File: config.mk
export PLATFORM = sky130hd
export DESIGN_NAME = shelf_carousel_indexer_flat
export DESIGN_NICKNAME = d
export VERILOG_FILES = /design/src/rtl/sci_pkg.sv /design/src/rtl/sci_req_if.sv /design/src/rtl/sci_rsp_if.sv /design/src/rtl/shelf_carousel_indexer.sv /design/src/flat_wrapper.sv
export SDC_FILE = /design/constraint.sdc
export NUM_CORES = 1
export LEC_CHECK = 0
export BUFFER_PORTS_ARGS = -buffer_cell sky130_fd_sc_hd__buf_2
export CAP_MARGIN = 20
export CELL_PAD_IN_SITES_DETAIL_PLACEMENT = 1
export CELL_PAD_IN_SITES_GLOBAL_PLACEMENT = 1
export CORE_AREA = 2 2 90 135
export DETAILED_ROUTE_END_ITERATION = 10
export DIE_AREA = 0 0 92 137
export GPL_TIMING_DRIVEN = 0
export HOLD_SLACK_MARGIN = 0.12
export PLACE_DENSITY = 0.73
export SLEW_MARGIN = 30
export SYNTH_ARGS = -nofsm -noshare
export SYNTH_HDL_FRONTEND = slang
export SYNTH_SLANG_ARGS = --single-unit
File: constraint.sdc
create_clock -name clock -period 5 [get_ports clock]
set_input_delay 0.5 -clock clock [delete_from_list [all_inputs] [get_ports clock]]
set_output_delay 0.5 -clock clock [all_outputs]
set_load 0.02 [all_outputs]
File: src/rtl/sci_pkg.sv
// Shared types, codes and constants for the shelf carousel indexer.
package sci_pkg;

   // Number of shelves on the carousel.
   localparam int unsigned SHELVES = 8;

   // Field widths.
   localparam int unsigned REQ_TYPE_W = 2;
   localparam int unsigned SHELF_W    = 4;
   localparam int unsigned TICKS_W    = 16;
   localparam int unsigned CSR_IDX_W  = 1;
   localparam int unsigned CSR_DATA_W = TICKS_W;
   localparam int unsigned DIFF_W     = SHELF_W + 2;
   localparam int unsigned LUT_DEPTH  = 2 ** (DIFF_W - 1);

   // Reset values.
   localparam logic [TICKS_W-1:0] DEBOUNCE_RESET = TICKS_W'(500);
   localparam logic [SHELF_W-1:0] HOME_POS_RESET = SHELF_W'(2);
   localparam logic [SHELF_W-1:0] POSITION_RESET = SHELF_W'(10);
   localparam logic [TICKS_W-1:0] TICKS_MAX      = '1;

   // Request codes.
   typedef enum logic [REQ_TYPE_W-1:0] {
      REQ_TICK = 2'd0,
      REQ_GO   = 2'd1,
      REQ_HOME = 2'd2,
      REQ_NONE = 2'd3
   } req_code_type;

   // Configuration register indexes.
   localparam logic [CSR_IDX_W-1:0] CSR_DEBOUNCE = 1'b0;
   localparam logic [CSR_IDX_W-1:0] CSR_HOME_POS = 1'b1;

   // Carousel control modes.
   typedef enum logic [2:0] {
      MODE_IDLE   = 3'b001,
      MODE_MOVING = 3'b010,
      MODE_HOMING = 3'b100
   } mode_type;

   typedef logic [SHELF_W-1:0] spacing_lut_type [LUT_DEPTH];

   // Remainder of a non-negative distance by the shelf count, built at elaboration.
   function automatic spacing_lut_type build_spacing_lut();
      spacing_lut_type lut;
      for (int i = 0; i < LUT_DEPTH; i++) begin
         lut[i] = SHELF_W'(i % SHELVES);
      end
      return lut;
   endfunction

   localparam spacing_lut_type SPACING_LUT = build_spacing_lut();

endpackage

File: src/rtl/sci_req_if.sv
// Request channel interface of the shelf carousel indexer.
interface sci_req_if;
   logic       valid;
   logic       ready;
   logic [1:0] req_type;
   logic [3:0] target_shelf;
   logic       shelf_sensor;
   logic       home_sensor;

   modport source (output valid, req_type, target_shelf, shelf_sensor, home_sensor,
                   input ready);
   modport sink (input valid, req_type, target_shelf, shelf_sensor, home_sensor,
                 output ready);
endinterface

File: src/rtl/sci_rsp_if.sv
// Result channel interface of the shelf carousel indexer.
interface sci_rsp_if;
   logic       valid;
   logic       ready;
   logic       motor_run;
   logic       busy_res;
   logic       done_res;
   logic [3:0] position;
   logic [3:0] shelves_passed;
   logic       rejected;

   modport source (output valid, motor_run, busy_res, done_res, position, shelves_passed,
                   rejected, input ready);
   modport sink (input valid, motor_run, busy_res, done_res, position, shelves_passed,
                 rejected, output ready);
endinterface

File: src/rtl/shelf_carousel_indexer.sv
// A request is registered in the input register on acceptance, and its result is registered
// in the result register when the input stage moves on.
// Throughput: one request per cycle; while a result waits downstream the input register
// takes one more request and then the input stalls until the result is taken.
// Reset: synchronous, active high; mode idle, position 10, counters cleared,
// debounce lockout 500 ticks and home position 2.
module shelf_carousel_indexer (
   input  logic                         clock,
   input  logic                         reset,
   sci_req_if.sink                      req_chan,
   sci_rsp_if.source                    rsp_chan,
   input  logic                         csr_write,
   input  logic [sci_pkg::CSR_IDX_W-1:0]  csr_index,
   input  logic [sci_pkg::CSR_DATA_W-1:0] csr_wdata
);
   import sci_pkg::*;

   // Configuration registers.
   logic [TICKS_W-1:0] debounce_ff;
   logic [SHELF_W-1:0] home_pos_ff;

   // Input register.
   logic                  stage_valid_ff;
   logic [REQ_TYPE_W-1:0] stage_req_ff;
   logic [SHELF_W-1:0]    stage_target_ff;
   logic                  stage_shelf_ff;
   logic                  stage_home_ff;

   // Carousel state.
   mode_type           mode_ff, mode_in;
   logic [SHELF_W-1:0] position_ff, position_in;
   logic [SHELF_W-1:0] goal_ff, goal_in;
   logic [SHELF_W-1:0] passed_ff, passed_in;
   logic               level_ff, level_in;
   logic [TICKS_W-1:0] elapsed_ff, elapsed_in;
   logic [SHELF_W-1:0] target_ff, target_in;

   // Result register.
   logic               rsp_valid_ff;
   logic               rsp_busy_ff;
   logic               rsp_done_ff;
   logic [SHELF_W-1:0] rsp_position_ff;
   logic [SHELF_W-1:0] rsp_passed_ff;
   logic               rsp_rejected_ff;

   logic               advance;
   logic               done_in;
   logic               rejected_in;
   logic               busy_now;
   logic [DIFF_W-1:0]  diff;
   logic [SHELF_W-1:0] spacing;
   logic [TICKS_W-1:0] elapsed_inc;
   logic               change_ok;
   logic [SHELF_W-1:0] passed_inc;

   // Handshake: the input stage moves on when the result register is free or draining.
   assign advance        = stage_valid_ff && (!rsp_valid_ff || rsp_chan.ready);
   assign req_chan.ready = !stage_valid_ff || advance;

   // Configuration writes.
   always_ff @(posedge clock) begin
      if (reset) begin
         debounce_ff <= DEBOUNCE_RESET;
         home_pos_ff <= HOME_POS_RESET;
      end else if (csr_write) begin
         unique case (csr_index)
            CSR_DEBOUNCE: debounce_ff <= csr_wdata;
            CSR_HOME_POS: home_pos_ff <= csr_wdata[SHELF_W-1:0];
            default: ;
         endcase
      end
   end

   // Input register.
   always_ff @(posedge clock) begin
      if (reset) begin
         stage_valid_ff <= 1'b0;
      end else if (req_chan.ready) begin
         stage_valid_ff <= req_chan.valid;
      end
   end

   always_ff @(posedge clock) begin
      if (req_chan.ready && req_chan.valid) begin
         stage_req_ff    <= req_chan.req_type;
         stage_target_ff <= req_chan.target_shelf;
         stage_shelf_ff  <= req_chan.shelf_sensor;
         stage_home_ff   <= req_chan.home_sensor;
      end
   end

   // Shelf spacing: target minus position plus the shelf count; negative means none.
   assign diff    = DIFF_W'(stage_target_ff) + DIFF_W'(SHELVES) - DIFF_W'(position_ff);
   assign spacing = SPACING_LUT[diff[DIFF_W-2:0]];

   // Debounced shelf counting.
   assign elapsed_inc = (elapsed_ff == TICKS_MAX) ? elapsed_ff : elapsed_ff + 1'b1;
   assign change_ok   = (stage_shelf_ff != level_ff) && (elapsed_inc > debounce_ff);
   assign passed_inc  = passed_ff + 1'b1;
   assign busy_now    = (mode_ff == MODE_MOVING) || (mode_ff == MODE_HOMING);

   // Next state for the request in the input register.
   always_comb begin
      mode_in     = mode_ff;
      position_in = position_ff;
      goal_in     = goal_ff;
      passed_in   = passed_ff;
      level_in    = level_ff;
      elapsed_in  = elapsed_ff;
      target_in   = target_ff;
      done_in     = 1'b0;
      rejected_in = 1'b0;
      case (stage_req_ff) inside
         REQ_GO, REQ_HOME: begin
            if (busy_now) begin
               rejected_in = 1'b1;
            end else if (stage_req_ff == REQ_HOME) begin
               mode_in   = MODE_HOMING;
               passed_in = '0;
            end else if (stage_target_ff != '0) begin
               passed_in  = '0;
               level_in   = 1'b0;
               elapsed_in = '0;
               if (!diff[DIFF_W-1] && (spacing != '0)) begin
                  goal_in   = spacing;
                  target_in = stage_target_ff;
                  mode_in   = MODE_MOVING;
               end else begin
                  position_in = stage_target_ff;
                  done_in     = 1'b1;
               end
            end
         end
         REQ_TICK: begin
            if (mode_ff == MODE_MOVING) begin
               elapsed_in = elapsed_inc;
               if (change_ok) begin
                  level_in   = stage_shelf_ff;
                  elapsed_in = '0;
                  if (!stage_shelf_ff) begin
                     passed_in = passed_inc;
                  end
               end
               if (passed_in >= goal_ff) begin
                  position_in = target_ff;
                  mode_in     = MODE_IDLE;
                  done_in     = 1'b1;
               end
            end else if (mode_ff == MODE_HOMING) begin
               if (!stage_home_ff) begin
                  position_in = home_pos_ff;
                  mode_in     = MODE_IDLE;
                  done_in     = 1'b1;
               end
            end
         end
         default: ;
      endcase
   end

   // State update.
   always_ff @(posedge clock) begin
      if (reset) begin
         mode_ff     <= MODE_IDLE;
         position_ff <= POSITION_RESET;
         goal_ff     <= '0;
         passed_ff   <= '0;
         level_ff    <= 1'b0;
         elapsed_ff  <= '0;
         target_ff   <= '0;
      end else if (advance) begin
         mode_ff     <= mode_in;
         position_ff <= position_in;
         goal_ff     <= goal_in;
         passed_ff   <= passed_in;
         level_ff    <= level_in;
         elapsed_ff  <= elapsed_in;
         target_ff   <= target_in;
      end
   end

   // Result register.
   always_ff @(posedge clock) begin
      if (reset) begin
         rsp_valid_ff <= 1'b0;
      end else if (advance) begin
         rsp_valid_ff <= 1'b1;
      end else if (rsp_chan.ready) begin
         rsp_valid_ff <= 1'b0;
      end
   end

   always_ff @(posedge clock) begin
      if (advance) begin
         rsp_busy_ff     <= (mode_in == MODE_MOVING) || (mode_in == MODE_HOMING);
         rsp_done_ff     <= done_in;
         rsp_position_ff <= position_in;
         rsp_passed_ff   <= passed_in;
         rsp_rejected_ff <= rejected_in;
      end
   end

   assign rsp_chan.valid          = rsp_valid_ff;
   assign rsp_chan.motor_run      = rsp_busy_ff;
   assign rsp_chan.busy_res       = rsp_busy_ff;
   assign rsp_chan.done_res       = rsp_done_ff;
   assign rsp_chan.position       = rsp_position_ff;
   assign rsp_chan.shelves_passed = rsp_passed_ff;
   assign rsp_chan.rejected       = rsp_rejected_ff;

   // A completed move or homing leaves the carousel idle.
   a_done_idle: assert property (@(posedge clock) disable iff (reset)
      rsp_valid_ff && rsp_done_ff |-> !rsp_busy_ff)
      else $error("done result reports busy");

   // A rejected command only happens while busy and leaves the block busy.
   a_reject_busy: assert property (@(posedge clock) disable iff (reset)
      rsp_valid_ff && rsp_rejected_ff |-> rsp_busy_ff && !rsp_done_ff)
      else $error("rejected result while not busy");

   // A move always has a nonzero spacing goal.
   a_goal_nonzero: assert property (@(posedge clock) disable iff (reset)
      mode_ff == MODE_MOVING |-> goal_ff != '0)
      else $error("moving with zero spacing goal");

   // State only changes when a request passes through the input stage.
   a_state_hold: assert property (@(posedge clock) disable iff (reset)
      !advance |=> $stable(mode_ff) && $stable(position_ff) && $stable(passed_ff))
      else $error("state changed without a request");

endmodule

File: src/flat_wrapper.sv
// flat-port wrapper written by rule: the top's interface ports become plain ports
module shelf_carousel_indexer_flat import sci_pkg::*;
  (clock, reset, csr_write, csr_index, csr_wdata, req_chan_valid, req_chan_req_type, req_chan_target_shelf, req_chan_shelf_sensor, req_chan_home_sensor, req_chan_ready, rsp_chan_valid, rsp_chan_motor_run, rsp_chan_busy_res, rsp_chan_done_res, rsp_chan_position, rsp_chan_shelves_passed, rsp_chan_rejected, rsp_chan_ready);
  sci_req_if req_chan_i ();
  sci_rsp_if rsp_chan_i ();
  input  logic clock;
  input  logic reset;
  input  logic csr_write;
  input  logic [sci_pkg::CSR_IDX_W-1:0] csr_index;
  input  logic [sci_pkg::CSR_DATA_W-1:0] csr_wdata;
  input wire logic [$bits(req_chan_i.valid)-1:0] req_chan_valid;
  input wire logic [$bits(req_chan_i.req_type)-1:0] req_chan_req_type;
  input wire logic [$bits(req_chan_i.target_shelf)-1:0] req_chan_target_shelf;
  input wire logic [$bits(req_chan_i.shelf_sensor)-1:0] req_chan_shelf_sensor;
  input wire logic [$bits(req_chan_i.home_sensor)-1:0] req_chan_home_sensor;
  output wire logic [$bits(req_chan_i.ready)-1:0] req_chan_ready;
  output wire logic [$bits(rsp_chan_i.valid)-1:0] rsp_chan_valid;
  output wire logic [$bits(rsp_chan_i.motor_run)-1:0] rsp_chan_motor_run;
  output wire logic [$bits(rsp_chan_i.busy_res)-1:0] rsp_chan_busy_res;
  output wire logic [$bits(rsp_chan_i.done_res)-1:0] rsp_chan_done_res;
  output wire logic [$bits(rsp_chan_i.position)-1:0] rsp_chan_position;
  output wire logic [$bits(rsp_chan_i.shelves_passed)-1:0] rsp_chan_shelves_passed;
  output wire logic [$bits(rsp_chan_i.rejected)-1:0] rsp_chan_rejected;
  input wire logic [$bits(rsp_chan_i.ready)-1:0] rsp_chan_ready;
  assign req_chan_i.valid = req_chan_valid;
  assign req_chan_i.req_type = req_chan_req_type;
  assign req_chan_i.target_shelf = req_chan_target_shelf;
  assign req_chan_i.shelf_sensor = req_chan_shelf_sensor;
  assign req_chan_i.home_sensor = req_chan_home_sensor;
  assign req_chan_ready = req_chan_i.ready;
  assign rsp_chan_valid = rsp_chan_i.valid;
  assign rsp_chan_motor_run = rsp_chan_i.motor_run;
  assign rsp_chan_busy_res = rsp_chan_i.busy_res;
  assign rsp_chan_done_res = rsp_chan_i.done_res;
  assign rsp_chan_position = rsp_chan_i.position;
  assign rsp_chan_shelves_passed = rsp_chan_i.shelves_passed;
  assign rsp_chan_rejected = rsp_chan_i.rejected;
  assign rsp_chan_i.ready = rsp_chan_ready;
  shelf_carousel_indexer u_core (.clock(clock), .reset(reset), .req_chan(req_chan_i), .rsp_chan(rsp_chan_i), .csr_write(csr_write), .csr_index(csr_index), .csr_wdata(csr_wdata));
endmodule
==> impl_table.tex, run 1 <==
\begin{tabular}{lr}
\hline
Metric & Value \\
\hline
\multicolumn{2}{l}{\textbf{Run status}} \\
\quad Run status & finished with violations \\
\quad Failing checks & negative setup slack \\
\multicolumn{2}{l}{\textbf{Global routing}} \\
\quad Global-route wire length before repair & 21.13 mm \\
\quad Number of antenna violations at the first check in global routing & 0 \\
\quad Layer with the highest usage after global routing & met2 \\
\quad Global-route total usage across every layer & 21.73\% \\
\quad Routing usage on met3 & 3.359\% \\
\quad Leftover overflow at the end of global routing & 0 \\
\quad Met1 Track Usage GR & 20.55\% \\
\quad Vias in the first global route & 4,274 \\
\quad Largest net degree at the start of global routing & 21 \\
\quad M2 GR Usage & 44.77\% \\
\multicolumn{2}{l}{\textbf{Yosys}} \\
\quad Portion of synthesized cell area occupied by the leading cell type & 26.15\% \\
\quad FFs w/ async S/R, synth & 0\% \\
\quad Synthesized area per cell & 8.622 sq um \\
\quad Count of unique library cells instantiated by Yosys & 58 \\
\quad Post-synth EDFFs & 19 \\
\quad Ys Warns & 0 \\
\quad Largest area contributor in the netlist & sky130\_fd\_sc\_hd\_\_dfxtp\_1 \\
\quad Top cells by area in the synthesized netlist & sky130\_fd\_sc\_hd\_\_dfxtp\_1, sky130\_fd\_sc\_hd\_\_edfxtp\_1, sky130\_fd\_sc\_hd\_\_ha\_1 \\
\quad Flop and latch count out of synthesis & 76 \\
\quad Seq/Total Area, Yosys & 39.23\% \\
\quad Post-Syn Area & 0.004363 sq mm \\
\quad Dominant register cell in the synthesized netlist & sky130\_fd\_sc\_hd\_\_dfxtp\_1 \\
\quad Syn Inst Count & 506 \\
\quad Net count after synthesis & 564 \\
\multicolumn{2}{l}{\textbf{Critical path}} \\
\quad Nature of the critical path endpoint & flop \\
\quad Data arrival time of the critical path & 5190 ps \\
\quad Crit path max fanout & 6 \\
\quad Required time of the worst setup path & 5080 ps \\
\quad Source of the critical timing path & u\_core.elapsed\_ff[4] \\
\quad Startpoint of the lowest-slack register-to-register path & u\_core.elapsed\_ff[4] \\
\quad Category of the most critical setup path & reg2reg \\
\quad Worst setup SP type & flop \\
\multicolumn{2}{l}{\textbf{Die}} \\
\quad Placeable core area & 0.01141 sq mm \\
\quad Die area & 0.01260 sq mm \\
\quad Number of cell rows & 48 \\
\quad Ports placed on the boundary & 44 \\
\quad Die Y & 137 microns \\
\quad Floorplan die width & 92 microns \\
\quad Starting density of the core & 38.23\% \\
\multicolumn{2}{l}{\textbf{Power and ir drop}} \\
\quad Static leakage power & 2.246 nW \\
\quad Pwr/cell area & 271.2 mW/mm\^{}2 \\
\quad Peak supply drop & 0.1622 mV \\
\multicolumn{2}{l}{\textbf{Final layout}} \\
\quad Final design utilization & 48.08\% \\
\quad Sequential cell area & 0.001727 sq mm \\
\quad Top library cells by usage in the layout, fill and taps aside & sky130\_fd\_sc\_hd\_\_nor2\_1, sky130\_fd\_sc\_hd\_\_nand2\_1, sky130\_fd\_sc\_hd\_\_dfxtp\_1 \\
\quad Total Nets Final & 647 \\
\quad Footprint of the multi-input gates & 0.002635 sq mm \\
\quad Count of antenna diodes in the layout & 0 \\
\quad Share of cells above drive strength 1 & 24.41\% \\
\quad Number of fillers in the final layout & 1,366 \\
\quad Area growth from synthesis to layout & 25.75\% \\
\multicolumn{2}{l}{\textbf{CTS}} \\
\quad Number of levels in the clock H-tree & 3 \\
\quad Buffer depth of the longest clock path & 2 \\
\quad Number of buffers created by CTS & 9 \\
\quad Register clock-pin slew on the reported worst setup and hold paths & 60 ps \\
\quad Master cell of the clock root buffer & sky130\_fd\_sc\_hd\_\_clkbuf\_16 \\
\quad TritonCTS clock tree & yes \\
\quad Number of clock sinks seen by CTS & 76 \\
\quad Number of buffers inserted by hold repair at cts & 0 \\
\quad Later-pin clock latency in the skew report & 340 ps \\
\multicolumn{2}{l}{\textbf{Placement}} \\
\quad Post-detail-place hpwl & 9.550 mm \\
\quad Last weighted congestion value of the routability-driven placer & 0.8812 \\
\quad Count of buffers from port buffering & 43 \\
\quad Worst slack at placement & -1003 ps \\
\multicolumn{2}{l}{\textbf{Timing}} \\
\quad Worst clock skew & 5.570 ps \\
\quad Ratio of final minimum period to clock period & 102.3\% \\
\quad Final number of setup-violating endpoints & 7 \\
\quad Final Hold Viols & 0 \\
\quad Peak clock frequency supported by timing & 195.5 MHz \\
\quad Worst hold slack after final layout & 330.2 ps \\
\quad RSZ-0062 raised after global routing & yes \\
\quad Pins over their slew limit & 0 \\
\quad Shortest clock period the worst path allows after layout & 5115 ps \\
\quad Slew at the pin closest to its max-slew limit & 810.9 ps \\
\quad Headroom to the max-slew limit & 45.94\% \\
\quad Post-route worst setup slack & -114.7 ps \\
\multicolumn{2}{l}{\textbf{Hold path}} \\
\quad Hold\_sp & req\_chan\_target\_shelf[2] \\
\quad Worst Hold Class & in2reg \\
\multicolumn{2}{l}{\textbf{Routing}} \\
\quad Via/cell ratio & 5.331 \\
\quad Via count & 3,966 \\
\quad Count of unresolved DRC violations after routing & 0 \\
\quad First-pass detailed-route iteration total & 4 \\
\quad WL per Instance & 17.91 microns \\
\quad Violation count after the first detailed-route iteration & 117 \\
\quad Wirelength, routed & 13.33 mm \\
\quad Antenna viol nets, final & 0 \\
\multicolumn{2}{l}{\textbf{Job}} \\
\quad Maximum capacitance violations & 0 \\
\hline
\end{tabular}
[layout make-up]
cell class | instances | share of cell area [%]
Multi-Input combinational cell | 377 | 48.03
Sequential cell | 76 | 31.47
Timing Repair Buffer | 75 | 8.506
Clock buffer | 9 | 4.105
Tap cell | 150 | 3.421
Inverter | 32 | 2.189
Buffer | 18 | 1.345
Clock inverter | 7 | 0.9350
[worst max-delay path, stage by stage (launching register included)]
cell	delay [ps]
sky130_fd_sc_hd__dfxtp_4	360
sky130_fd_sc_hd__nand4_1	200
sky130_fd_sc_hd__nor4_4	280
sky130_fd_sc_hd__nand4_1	220
sky130_fd_sc_hd__buf_6	180
sky130_fd_sc_hd__nor3_4	130
sky130_fd_sc_hd__buf_6	150
sky130_fd_sc_hd__nor2_4	50
sky130_fd_sc_hd__nand2_1	90
sky130_fd_sc_hd__xnor2_1	70
sky130_fd_sc_hd__ha_1	310
sky130_fd_sc_hd__nand2_2	90
sky130_fd_sc_hd__nor4_4	290
sky130_fd_sc_hd__a21bo_2	270
sky130_fd_sc_hd__a31oi_4	200
sky130_fd_sc_hd__and2_4	210
sky130_fd_sc_hd__mux2i_4	240
sky130_fd_sc_hd__inv_2	70
sky130_fd_sc_hd__ha_4	250
sky130_fd_sc_hd__a21o_1	110
sky130_fd_sc_hd__a21oi_2	60
sky130_fd_sc_hd__nor2b_4	130
sky130_fd_sc_hd__a21bo_4	260
sky130_fd_sc_hd__a211oi_4	400
sky130_fd_sc_hd__buf_4	180
sky130_fd_sc_hd__a221oi_2	30
[power breakdown]
| group | switching, mW | internal, mW | leakage, nW |
|---|---|---|---|
| clock | 0.278 | 0.339 | 0.134 |
| combinational | 0.123 | 0.0766 | 1.46 |
| sequential | 0.0172 | 0.654 | 0.648 |
| total | 0.418 | 1.07 | 2.25 |
[through the flow]
step	TNS, ps	instances	area, sq um	power [mW]
final	-346.4	744	5487	1.488
after floorplan	0	506	4368	0.8032
after global routing	-2712	744	5487	1.545
after CTS	-1060	736	5384	1.496
after global placement	-9904	699	4771	0.8605
after detailed placement	-10630	699	4772	0.8680
[metal layers]
layer,vias up,share of wire [%]
met5,-,0
met4,0,3.6
met3,32,2.4
met2,74,58
met1,1918,36
li1,1942,-
[flip-flops by register name, summed over array words and instances, names as in the netlist, 2 cells and up]
register                        cells
u_core.debounce_ff                 16
u_core.elapsed_ff                  16
u_core.goal_ff                      3
u_core.home_pos_ff                  4
u_core.mode_ff                      3
u_core.passed_ff                    4
u_core.position_ff                  4
u_core.rsp_chan.position            4
u_core.rsp_chan.shelves_passed      4
u_core.stage_req_ff                 2
u_core.stage_target_ff              4
u_core.target_ff                    4
[repair_timing]
item / CTS / global route
gates resized for setup: 43 / 13
setup endpoints to repair: 12 / 12
setup buffers: 23 / 10
pin swaps: 19 / 23
gates cloned: 0 / 0
[Yosys cell counts (all sizes together), types with 4 or more instances]
master,instances
buf,5
a311oi,4
nor4,6
ha,27
nor2,63
xor2,12
xnor2,17
and2,4
a211o,6
nand2,61
nand2b,12
edfxtp,19
nand4,8
nor2b,10
mux2i,7
nand3,17
clkbuf,16
a21oi,42
o22a,4
inv,32
or2,5
o21ai,19
dfxtp,57
o41ai,4
o31a,5
a31oi,6
[kinds of logic (layout without fill, tap and decap cells)]
logic type                 Yosys count  in the layout  synth area share, %
DFF                                 76             76                39.23
adders and majority gates           28             28                8.202
muxes                               10             10                2.380
AOI/OAI and AO/OA                  110            110                17.69
xor gates and xnor gates            29             29                5.822
and+or+nand+nor                    200            200                21.88
buffers and inverters               53            141                4.789
[path summary, 6_finish.rpt]
path                                                   to  slack [ps]  cells past startpoint
worst max-delay path             u_core.rsp_chan.busy_res        -110                     25
worst min-delay path            u_core.stage_target_ff[2]         330                      1
worst max register to register   u_core.rsp_chan.busy_res        -110                     25
worst min register to register     u_core.debounce_ff[14]         460                      2
(Power assumes the default switching activity.)
==> run 2: changes to the inputs <==
MAX_ROUTING_LAYER = met4   (was default)
REMOVE_ABC_BUFFERS = 1   (was default)
==> impl_table.tex, run 2 (synthesis results as in run 1) <==
\begin{tabular}{lr}
\hline
Metric & Value \\
\hline
\multicolumn{2}{l}{\textbf{Run status}} \\
\quad Run status & finished with violations \\
\quad Failing checks & negative setup slack \\
\multicolumn{2}{l}{\textbf{Timing}} \\
\quad Shortest clock period the worst path allows after layout & 5228 ps (+113.5 ps) \\
\quad Post-route worst setup slack & -228.3 ps (-113.5 ps) \\
\quad Headroom to the max-slew limit & 42.85\% (-3.1 points) \\
\quad Pins over their slew limit & 0 (unchanged) \\
\quad RSZ-0062 raised after global routing & yes \\
\quad Total Neg Setup Slack & -1484 ps (-1137 ps) \\
\quad Worst clock skew & 8.594 ps (+3.024 ps) \\
\quad Ratio of final minimum period to clock period & 104.6\% (+2.3 points) \\
\quad Final Hold Viols & 0 (unchanged) \\
\quad Slew at the pin closest to its max-slew limit & 856.4 ps (+45.47 ps) \\
\quad Final number of setup-violating endpoints & 12 (+5) \\
\quad Peak clock frequency supported by timing & 191.3 MHz (-2.2\%) \\
\multicolumn{2}{l}{\textbf{Die}} \\
\quad Floorplan die width & 92 microns (unchanged) \\
\quad Die Y & 137 microns (unchanged) \\
\quad Starting density of the core & 38.23\% (unchanged) \\
\quad Ports placed on the boundary & 44 (unchanged) \\
\quad Placeable core area & 0.01141 sq mm (unchanged) \\
\quad Die area & 0.01260 sq mm (unchanged) \\
\quad Number of cell rows & 48 (unchanged) \\
\multicolumn{2}{l}{\textbf{Final layout}} \\
\quad Count of antenna diodes in the layout & 0 (unchanged) \\
\quad Final design utilization & 46.75\% (-1.3 points) \\
\quad Total Nets Final & 622 (-3.9\%) \\
\quad Leading registers by flop count & u\_core.debounce\_ff (16), u\_core.elapsed\_ff (16) \\
\quad Top library cells by usage in the layout, fill and taps aside & sky130\_fd\_sc\_hd\_\_nor2\_1, sky130\_fd\_sc\_hd\_\_nand2\_1, sky130\_fd\_sc\_hd\_\_dfxtp\_1 \\
\quad Share of cells above drive strength 1 & 21.97\% (-2.4 points) \\
\quad Footprint of the multi-input gates & 0.002565 sq mm (-2.7\%) \\
\quad Sequential cell area & 0.001727 sq mm (unchanged) \\
\quad Number of fillers in the final layout & 1,356 (-0.73\%) \\
\quad Area growth from synthesis to layout & 22.28\% \\
\quad Final non-filler cell area & 0.005335 sq mm (-2.8\%) \\
\multicolumn{2}{l}{\textbf{Routing}} \\
\quad Wirelength, routed & 12.08 mm (-9.4\%) \\
\quad Antenna viol nets, final & 0 (unchanged) \\
\quad Via count & 3,887 (-2.0\%) \\
\quad Count of unresolved DRC violations after routing & 0 (unchanged) \\
\quad Via/cell ratio & 5.406 (+1.4\%) \\
\quad WL per Instance & 16.80 microns (-6.2\%) \\
\quad First-pass detailed-route iteration total & 4 (unchanged) \\
\quad Violation count after the first detailed-route iteration & 111 (-5.1\%) \\
\multicolumn{2}{l}{\textbf{Global routing}} \\
\quad Largest net degree at the start of global routing & 42 (+100\%) \\
\quad Leftover overflow at the end of global routing & 0 (unchanged) \\
\quad Global-route wire length before repair & 20.02 mm (-5.3\%) \\
\quad Vias in the first global route & 4,209 (-1.5\%) \\
\quad Global-route total usage across every layer & 20.82\% (-0.91 points) \\
\quad Number of antenna violations at the first check in global routing & 0 (unchanged) \\
\multicolumn{2}{l}{\textbf{Power and ir drop}} \\
\quad Part of the total power dissipated in the clock network & 45.6\% (+4.1 points) \\
\quad Part of the power in combinational logic & 11.4\% (-2.0 points) \\
\quad Total internal power & 1.162 mW (+8.6\%) \\
\quad Pwr/cell area & 294.0 mW/mm\^{}2 (+8.4\%) \\
\quad Power share of the sequential group & 43.0\% (-2.1 points) \\
\quad Static leakage power & 2.179 nW (-3.0\%) \\
\quad Peak supply drop & 0.1855 mV (+14\%) \\
\quad Switch Pwr & 0.4067 mW (-2.7\%) \\
\quad Design Power & 1.569 mW (+5.4\%) \\
\quad Net Sw Frac & 25.93\% (-2.2 points) \\
\multicolumn{2}{l}{\textbf{Critical path}} \\
\quad Number of cell instances on the worst register-to-register path & 23 (-8.0\%) \\
\quad Reg2Reg Capture Point & u\_core.rsp\_chan.position[3] \\
\quad Largest delay share family, worst path & simple AND/OR/NAND/NOR gates \\
\quad Crit path buf inv count & 4 (unchanged) \\
\quad Required time of the worst setup path & 5090 ps (about the same) \\
\quad Nature of the critical path endpoint & flop \\
\quad Category of the most critical setup path & reg2reg \\
\quad Data arrival time of the critical path & 5320 ps (+130 ps) \\
\quad CP cell instances & inv\_1 > nor4\_4 > nand4\_1 > buf\_4 > nor3\_4 > buf\_4 > nor3\_1 > xnor2\_1 > ha\_1 > nand4\_1 > nor4\_2 > a21bo\_2 > a31oi\_4 > and2\_4 > mux2i\_4 > inv\_2 > ha\_4 > a21o\_1 > a21oi\_2 > nand4\_1 > a21bo\_4 > a211oi\_4 > o31a\_1 \\
\quad Critical-path cell with the highest stage delay & sky130\_fd\_sc\_hd\_\_dfxtp\_1 \\
\quad Crit path max fanout & 6 (unchanged) \\
\quad Largest incremental delay on the critical path & 420 ps (+20 ps) \\
\quad Startpoint of the lowest-slack register-to-register path & u\_core.elapsed\_ff[8] \\
\quad Worst-case register-to-register setup slack & -230 ps (-110 ps) \\
\quad Most Frequent Cell on Critical Path & sky130\_fd\_sc\_hd\_\_nand4\_1 \\
\quad Worst setup SP type & flop \\
\multicolumn{2}{l}{\textbf{Hold path}} \\
\quad Hold\_sp & req\_chan\_target\_shelf[0] \\
\quad Count of cells along the worst hold path & 1 (unchanged) \\
\quad Worst hold path endpoint & u\_core.stage\_target\_ff[0] \\
\quad Worst Hold Class & in2reg \\
\multicolumn{2}{l}{\textbf{CTS}} \\
\quad Buffer depth of the longest clock path & 2 (unchanged) \\
\quad Master cell of the clock root buffer & sky130\_fd\_sc\_hd\_\_clkbuf\_16 \\
\quad Number of clock sinks seen by CTS & 76 (unchanged) \\
\quad TritonCTS clock tree & yes \\
\quad Register clock-pin slew on the reported worst setup and hold paths & 60 ps (about the same) \\
\quad Number of buffers created by CTS & 9 (unchanged) \\
\quad Number of buffers inserted by hold repair at cts & 0 (unchanged) \\
\quad Number of levels in the clock H-tree & 3 (unchanged) \\
\quad Later-pin clock latency in the skew report & 350 ps (about the same) \\
\multicolumn{2}{l}{\textbf{Placement}} \\
\quad Area of placed instances & 0.004702 sq mm (-1.5\%) \\
\quad Last weighted congestion value of the routability-driven placer & 0.8340 (-5.4\%) \\
\quad Post-detail-place hpwl & 8.622 mm (-9.7\%) \\
\quad Count of buffers from port buffering & 43 (unchanged) \\
\quad Worst slack at placement & -1311 ps (-308.2 ps) \\
\multicolumn{2}{l}{\textbf{Job}} \\
\quad Maximum capacitance violations & 0 (unchanged) \\
\hline
\end{tabular}
run 2: metrics by stage:
| step | hold slack (ps) | instances |
|---|---|---|
| floorplan | 430.3 | 485 |
| global placement | 444.2 | 678 |
| detailed placement | 449.8 | 680 |
| CTS | 314.8 | 711 |
| global route | 318.7 | 719 |
| finish | 329.0 | 719 |
run 2: worst register-to-register path, delay by kind of cell, from the launching register on:
family                   cells  cell delay, ps
flip-flops                   1             420
AND/OR/NAND/NOR              8            1580
buffers and inverters        4             510
XOR/XNOR                     1             130
multiplexers                 1             260
AO/OA/AOI/OAI                7            1590
adder cells (fa/ha/maj)      2             510
run 2: power groups by stage:
| stage | clock network, mW | logic [mW] | registers (mW) |
|---|---|---|---|
| 6_report | 0.716 | 0.179 | 0.674 |
| 4_1_cts | 0.731 | 0.178 | 0.674 |
| 5_1_grt | 0.750 | 0.200 | 0.676 |
| 2_1_floorplan | 0 | 0.105 | 0.690 |
| 3_5_place_dp | 0 | 0.173 | 0.689 |
| 3_3_place_gp | 0 | 0.163 | 0.687 |
run 2: repair_timing:
item	CTS	global route
setup endpoints to repair	12	12
pin swaps	18	21
gates resized for setup	25	9
gates cloned	0	0
hold endpoints to repair	0	0
buffers inserted	15	8
run 2: worst max path at each step:
stage                              start                     endpoint  slack (ps)  depth (start not counted)
CTS                 u_core.elapsed_ff[5]  u_core.rsp_chan.position[3]        -190                         22
global placement    u_core.elapsed_ff[2]     u_core.rsp_chan.done_res       -1100                         21
detailed placement  u_core.elapsed_ff[2]     u_core.rsp_chan.done_res       -1310                         21
finish              u_core.elapsed_ff[8]  u_core.rsp_chan.position[3]        -230                         23
global route        u_core.elapsed_ff[3]  u_core.rsp_chan.position[3]        -460                         24
floorplan           u_core.elapsed_ff[2]  u_core.rsp_chan.position[0]         -80                         21
run 2: layer usage:
| layer | wire [microns] | track usage [%] |
|---|---|---|
| met1 | 4575 | 19.76 |
| met2 | 6954 | 40.85 |
| met3 | 280 | 3.359 |
| met4 | 268 | 9.038 |
| met5 | 0 | - |
run 2: final cells by class:
type                       count  share of cell area, %
clock buffer                   9                  4.221
clock inverter                 7                  1.876
inverter                      32                  2.251
tap                          150                  3.518
timing repair buffer          68                  7.692
multi-input combinational    377                  48.08
sequential                    76                  32.36
==> run 3: changes to the inputs <==
clock period = 4.41 ns   (was 5 ns; I/O delays follow)
==> impl_table.tex, run 3 (synthesis results as in run 1) <==
\begin{tabular}{lr}
\hline
Metric & Value \\
\hline
\multicolumn{2}{l}{\textbf{Global routing}} \\
\quad Largest net degree at the start of global routing & 42 (unchanged) \\
\quad Number of antenna violations at the first check in global routing & 0 (unchanged) \\
\quad Leftover overflow at the end of global routing & 0 (unchanged) \\
\quad Vias in the first global route & 4,209 (unchanged) \\
\quad Layer with the highest usage after global routing & met2 \\
\quad Global-route wire length before repair & 20.02 mm (unchanged) \\
\quad Global-route total usage across every layer & 20.82\% (unchanged) \\
\quad M2 GR Usage & 40.85\% (unchanged) \\
\quad Met1 Track Usage GR & 19.76\% (unchanged) \\
\quad Routing usage on met3 & 3.359\% (unchanged) \\
\multicolumn{2}{l}{\textbf{Timing}} \\
\quad Pins over their slew limit & 0 (unchanged) \\
\quad Shortest clock period the worst path allows after layout & 5228 ps (-0.1140 ps) \\
\quad RSZ-0062 raised after global routing & yes \\
\quad Worst clock skew & 8.594 ps (+0.00003000 ps) \\
\quad Ratio of final minimum period to clock period & 118.6\% (+14 points) \\
\quad Headroom to the max-slew limit & 42.85\% (unchanged) \\
\quad Peak clock frequency supported by timing & 191.3 MHz (about the same) \\
\quad Post-route worst setup slack & -818.2 ps (-589.9 ps) \\
\quad Slew at the pin closest to its max-slew limit & 856.4 ps (unchanged) \\
\quad Final Hold Viols & 0 (unchanged) \\
\quad Final number of setup-violating endpoints & 12 (unchanged) \\
\multicolumn{2}{l}{\textbf{Critical path}} \\
\quad Worst setup SP type & flop \\
\quad Crit path max fanout & 6 (unchanged) \\
\quad Required time of the worst setup path & 4500 ps (-590 ps) \\
\quad Category of the most critical setup path & reg2reg \\
\quad Nature of the critical path endpoint & flop \\
\quad Worst-case register-to-register setup slack & -820 ps (-590 ps) \\
\quad Data arrival time of the critical path & 5320 ps (about the same) \\
\multicolumn{2}{l}{\textbf{Placement}} \\
\quad Cell count after placement & 680 (unchanged) \\
\quad Post-detail-place hpwl & 8.622 mm (unchanged) \\
\quad Count of buffers from port buffering & 43 (unchanged) \\
\quad Worst slack at placement & -1901 ps (-590.0 ps) \\
\quad Last weighted congestion value of the routability-driven placer & 0.8340 (unchanged) \\
\quad Area of placed instances & 0.004702 sq mm (unchanged) \\
\multicolumn{2}{l}{\textbf{Die}} \\
\quad Floorplan die width & 92 microns (unchanged) \\
\quad Number of cell rows & 48 (unchanged) \\
\quad Die area & 0.01260 sq mm (unchanged) \\
\quad Ports placed on the boundary & 44 (unchanged) \\
\quad Die Y & 137 microns (unchanged) \\
\quad Starting density of the core & 38.23\% (unchanged) \\
\quad Placeable core area & 0.01141 sq mm (unchanged) \\
\multicolumn{2}{l}{\textbf{CTS}} \\
\quad Number of levels in the clock H-tree & 3 (unchanged) \\
\quad TritonCTS clock tree & yes \\
\quad Number of clock sinks seen by CTS & 76 (unchanged) \\
\quad Register clock-pin slew on the reported worst setup and hold paths & 60 ps (about the same) \\
\quad Master cell of the clock root buffer & sky130\_fd\_sc\_hd\_\_clkbuf\_16 \\
\quad Number of buffers created by CTS & 9 (unchanged) \\
\quad Buffer depth of the longest clock path & 2 (unchanged) \\
\quad Later-pin clock latency in the skew report & 350 ps (about the same) \\
\multicolumn{2}{l}{\textbf{Run status}} \\
\quad Failing checks & negative setup slack \\
\quad Run status & finished with violations \\
\multicolumn{2}{l}{\textbf{Final layout}} \\
\quad Sequential cell area & 0.001727 sq mm (unchanged) \\
\quad Footprint of the multi-input gates & 0.002567 sq mm (about the same) \\
\quad Count of antenna diodes in the layout & 0 (unchanged) \\
\quad Share of cells above drive strength 1 & 22.14\% (+0.18 points) \\
\quad Area growth from synthesis to layout & 22.34\% (about the same) \\
\quad Most common cell after layout, fill and taps aside & sky130\_fd\_sc\_hd\_\_nor2\_1 \\
\quad Top library cells by usage in the layout, fill and taps aside & sky130\_fd\_sc\_hd\_\_nor2\_1, sky130\_fd\_sc\_hd\_\_nand2\_1, sky130\_fd\_sc\_hd\_\_dfxtp\_1 \\
\quad Number of fillers in the final layout & 1,357 (+0.074\%) \\
\quad Final standard cell count with taps included and fillers excluded & 719 (unchanged) \\
\quad Total Nets Final & 622 (unchanged) \\
\quad Leading registers by flop count & u\_core.debounce\_ff (16), u\_core.elapsed\_ff (16) \\
\quad Final non-filler cell area & 0.005338 sq mm (about the same) \\
\multicolumn{2}{l}{\textbf{Routing}} \\
\quad Via/cell ratio & 5.409 (about the same) \\
\quad Wirelength, routed & 12.08 mm (about the same) \\
\quad Antenna viol nets, final & 0 (unchanged) \\
\quad WL per Instance & 16.80 microns (about the same) \\
\quad First-pass detailed-route iteration total & 4 (unchanged) \\
\quad Count of unresolved DRC violations after routing & 0 (unchanged) \\
\quad Violation count after the first detailed-route iteration & 111 (unchanged) \\
\quad Via count & 3,889 (+0.051\%) \\
\multicolumn{2}{l}{\textbf{Power and ir drop}} \\
\quad Static leakage power & 2.179 nW (about the same) \\
\quad Peak supply drop & 0.2103 mV (+13\%) \\
\quad Pwr/cell area & 333.3 mW/mm\^{}2 (+13\%) \\
\multicolumn{2}{l}{\textbf{Job}} \\
\quad Maximum capacitance violations & 0 (unchanged) \\
\multicolumn{2}{l}{\textbf{Hold path}} \\
\quad Worst Hold Class & in2reg \\
\hline
\end{tabular}
-- run 3: cell count changes in the layout (fill, tap and decap cells not counted) --
| cell | previous run | this run |
|---|---|---|
| sky130_fd_sc_hd__nand2_1 | 60 | 59 |
| sky130_fd_sc_hd__nand2_2 | 0 | 1 |
-- run 3: critical path, cell delays in order, from the launching register on --
cell and delay (ps):
sky130_fd_sc_hd__dfxtp_1 420, sky130_fd_sc_hd__inv_1 110, sky130_fd_sc_hd__nor4_4 330, sky130_fd_sc_hd__nand4_1 140, sky130_fd_sc_hd__buf_4 170, sky130_fd_sc_hd__nor3_4 190, sky130_fd_sc_hd__buf_4 160, sky130_fd_sc_hd__nor3_1 50
sky130_fd_sc_hd__xnor2_1 130, sky130_fd_sc_hd__ha_1 300, sky130_fd_sc_hd__nand4_1 170, sky130_fd_sc_hd__nor4_2 330, sky130_fd_sc_hd__a21bo_2 270, sky130_fd_sc_hd__a31oi_4 220, sky130_fd_sc_hd__and2_4 230, sky130_fd_sc_hd__mux2i_4 260
sky130_fd_sc_hd__inv_2 70, sky130_fd_sc_hd__ha_4 210, sky130_fd_sc_hd__a21o_1 180, sky130_fd_sc_hd__a21oi_2 180, sky130_fd_sc_hd__nand4_1 140, sky130_fd_sc_hd__a21bo_4 280, sky130_fd_sc_hd__a211oi_4 110, sky130_fd_sc_hd__o31a_1 330
-- run 3: through the flow --
step	total power [mW]	util, %	hold slack, ps	setup TNS, ps
after floorplan	0.9014	-	430.3	-6024
after global placement	0.9644	40.99	444.2	-22770
after detailed placement	0.9763	41.21	449.8	-28500
after CTS	1.794	45.80	255.8	-8397
after global routing	1.845	46.78	259.7	-11760
final	1.779	46.78	270.0	-8562
-- run 3: cell type report --
class	count	area share [%]
Timing Repair Buffer	68	7.689
Clock inverter	7	1.875
Tap cell	150	3.516
Inverter	32	2.250
Clock buffer	9	4.219
Multi-Input combinational cell	377	48.10
Sequential cell	76	32.35
-- run 3: worst paths after layout --
check / startpoint / to / cells past startpoint
max: u_core.elapsed_ff[8] / u_core.rsp_chan.position[3] / 23
min: req_chan_target_shelf[0] / u_core.stage_target_ff[0] / 1
max reg2reg: u_core.elapsed_ff[8] / u_core.rsp_chan.position[3] / 23
min reg2reg: u_core.debounce_ff[9] / u_core.debounce_ff[9] / 2
-- run 3: metal layers --
layer | vias up | routed length [microns]
met2 | 55 | 6948
met4 | 0 | 268
li1 | 1879 | -
met5 | - | 0
met3 | 18 | 286
met1 | 1937 | 4578
-- run 3: what timing repair did --
item,4_1_cts,5_1_grt
gates resized for setup,25,10
cloned,0,0
pin swaps,18,21
buffers inserted,15,8
endpoints found under the setup margin,36,13
hold buffers,0,0
-- run 3: power breakdown --
part	switching (mW)	internal (mW)	leakage, nW
sequential	0.0226	0.741	0.647
combinational	0.125	0.0779	1.38
clock	0.314	0.498	0.148
total	0.461	1.32	2.18
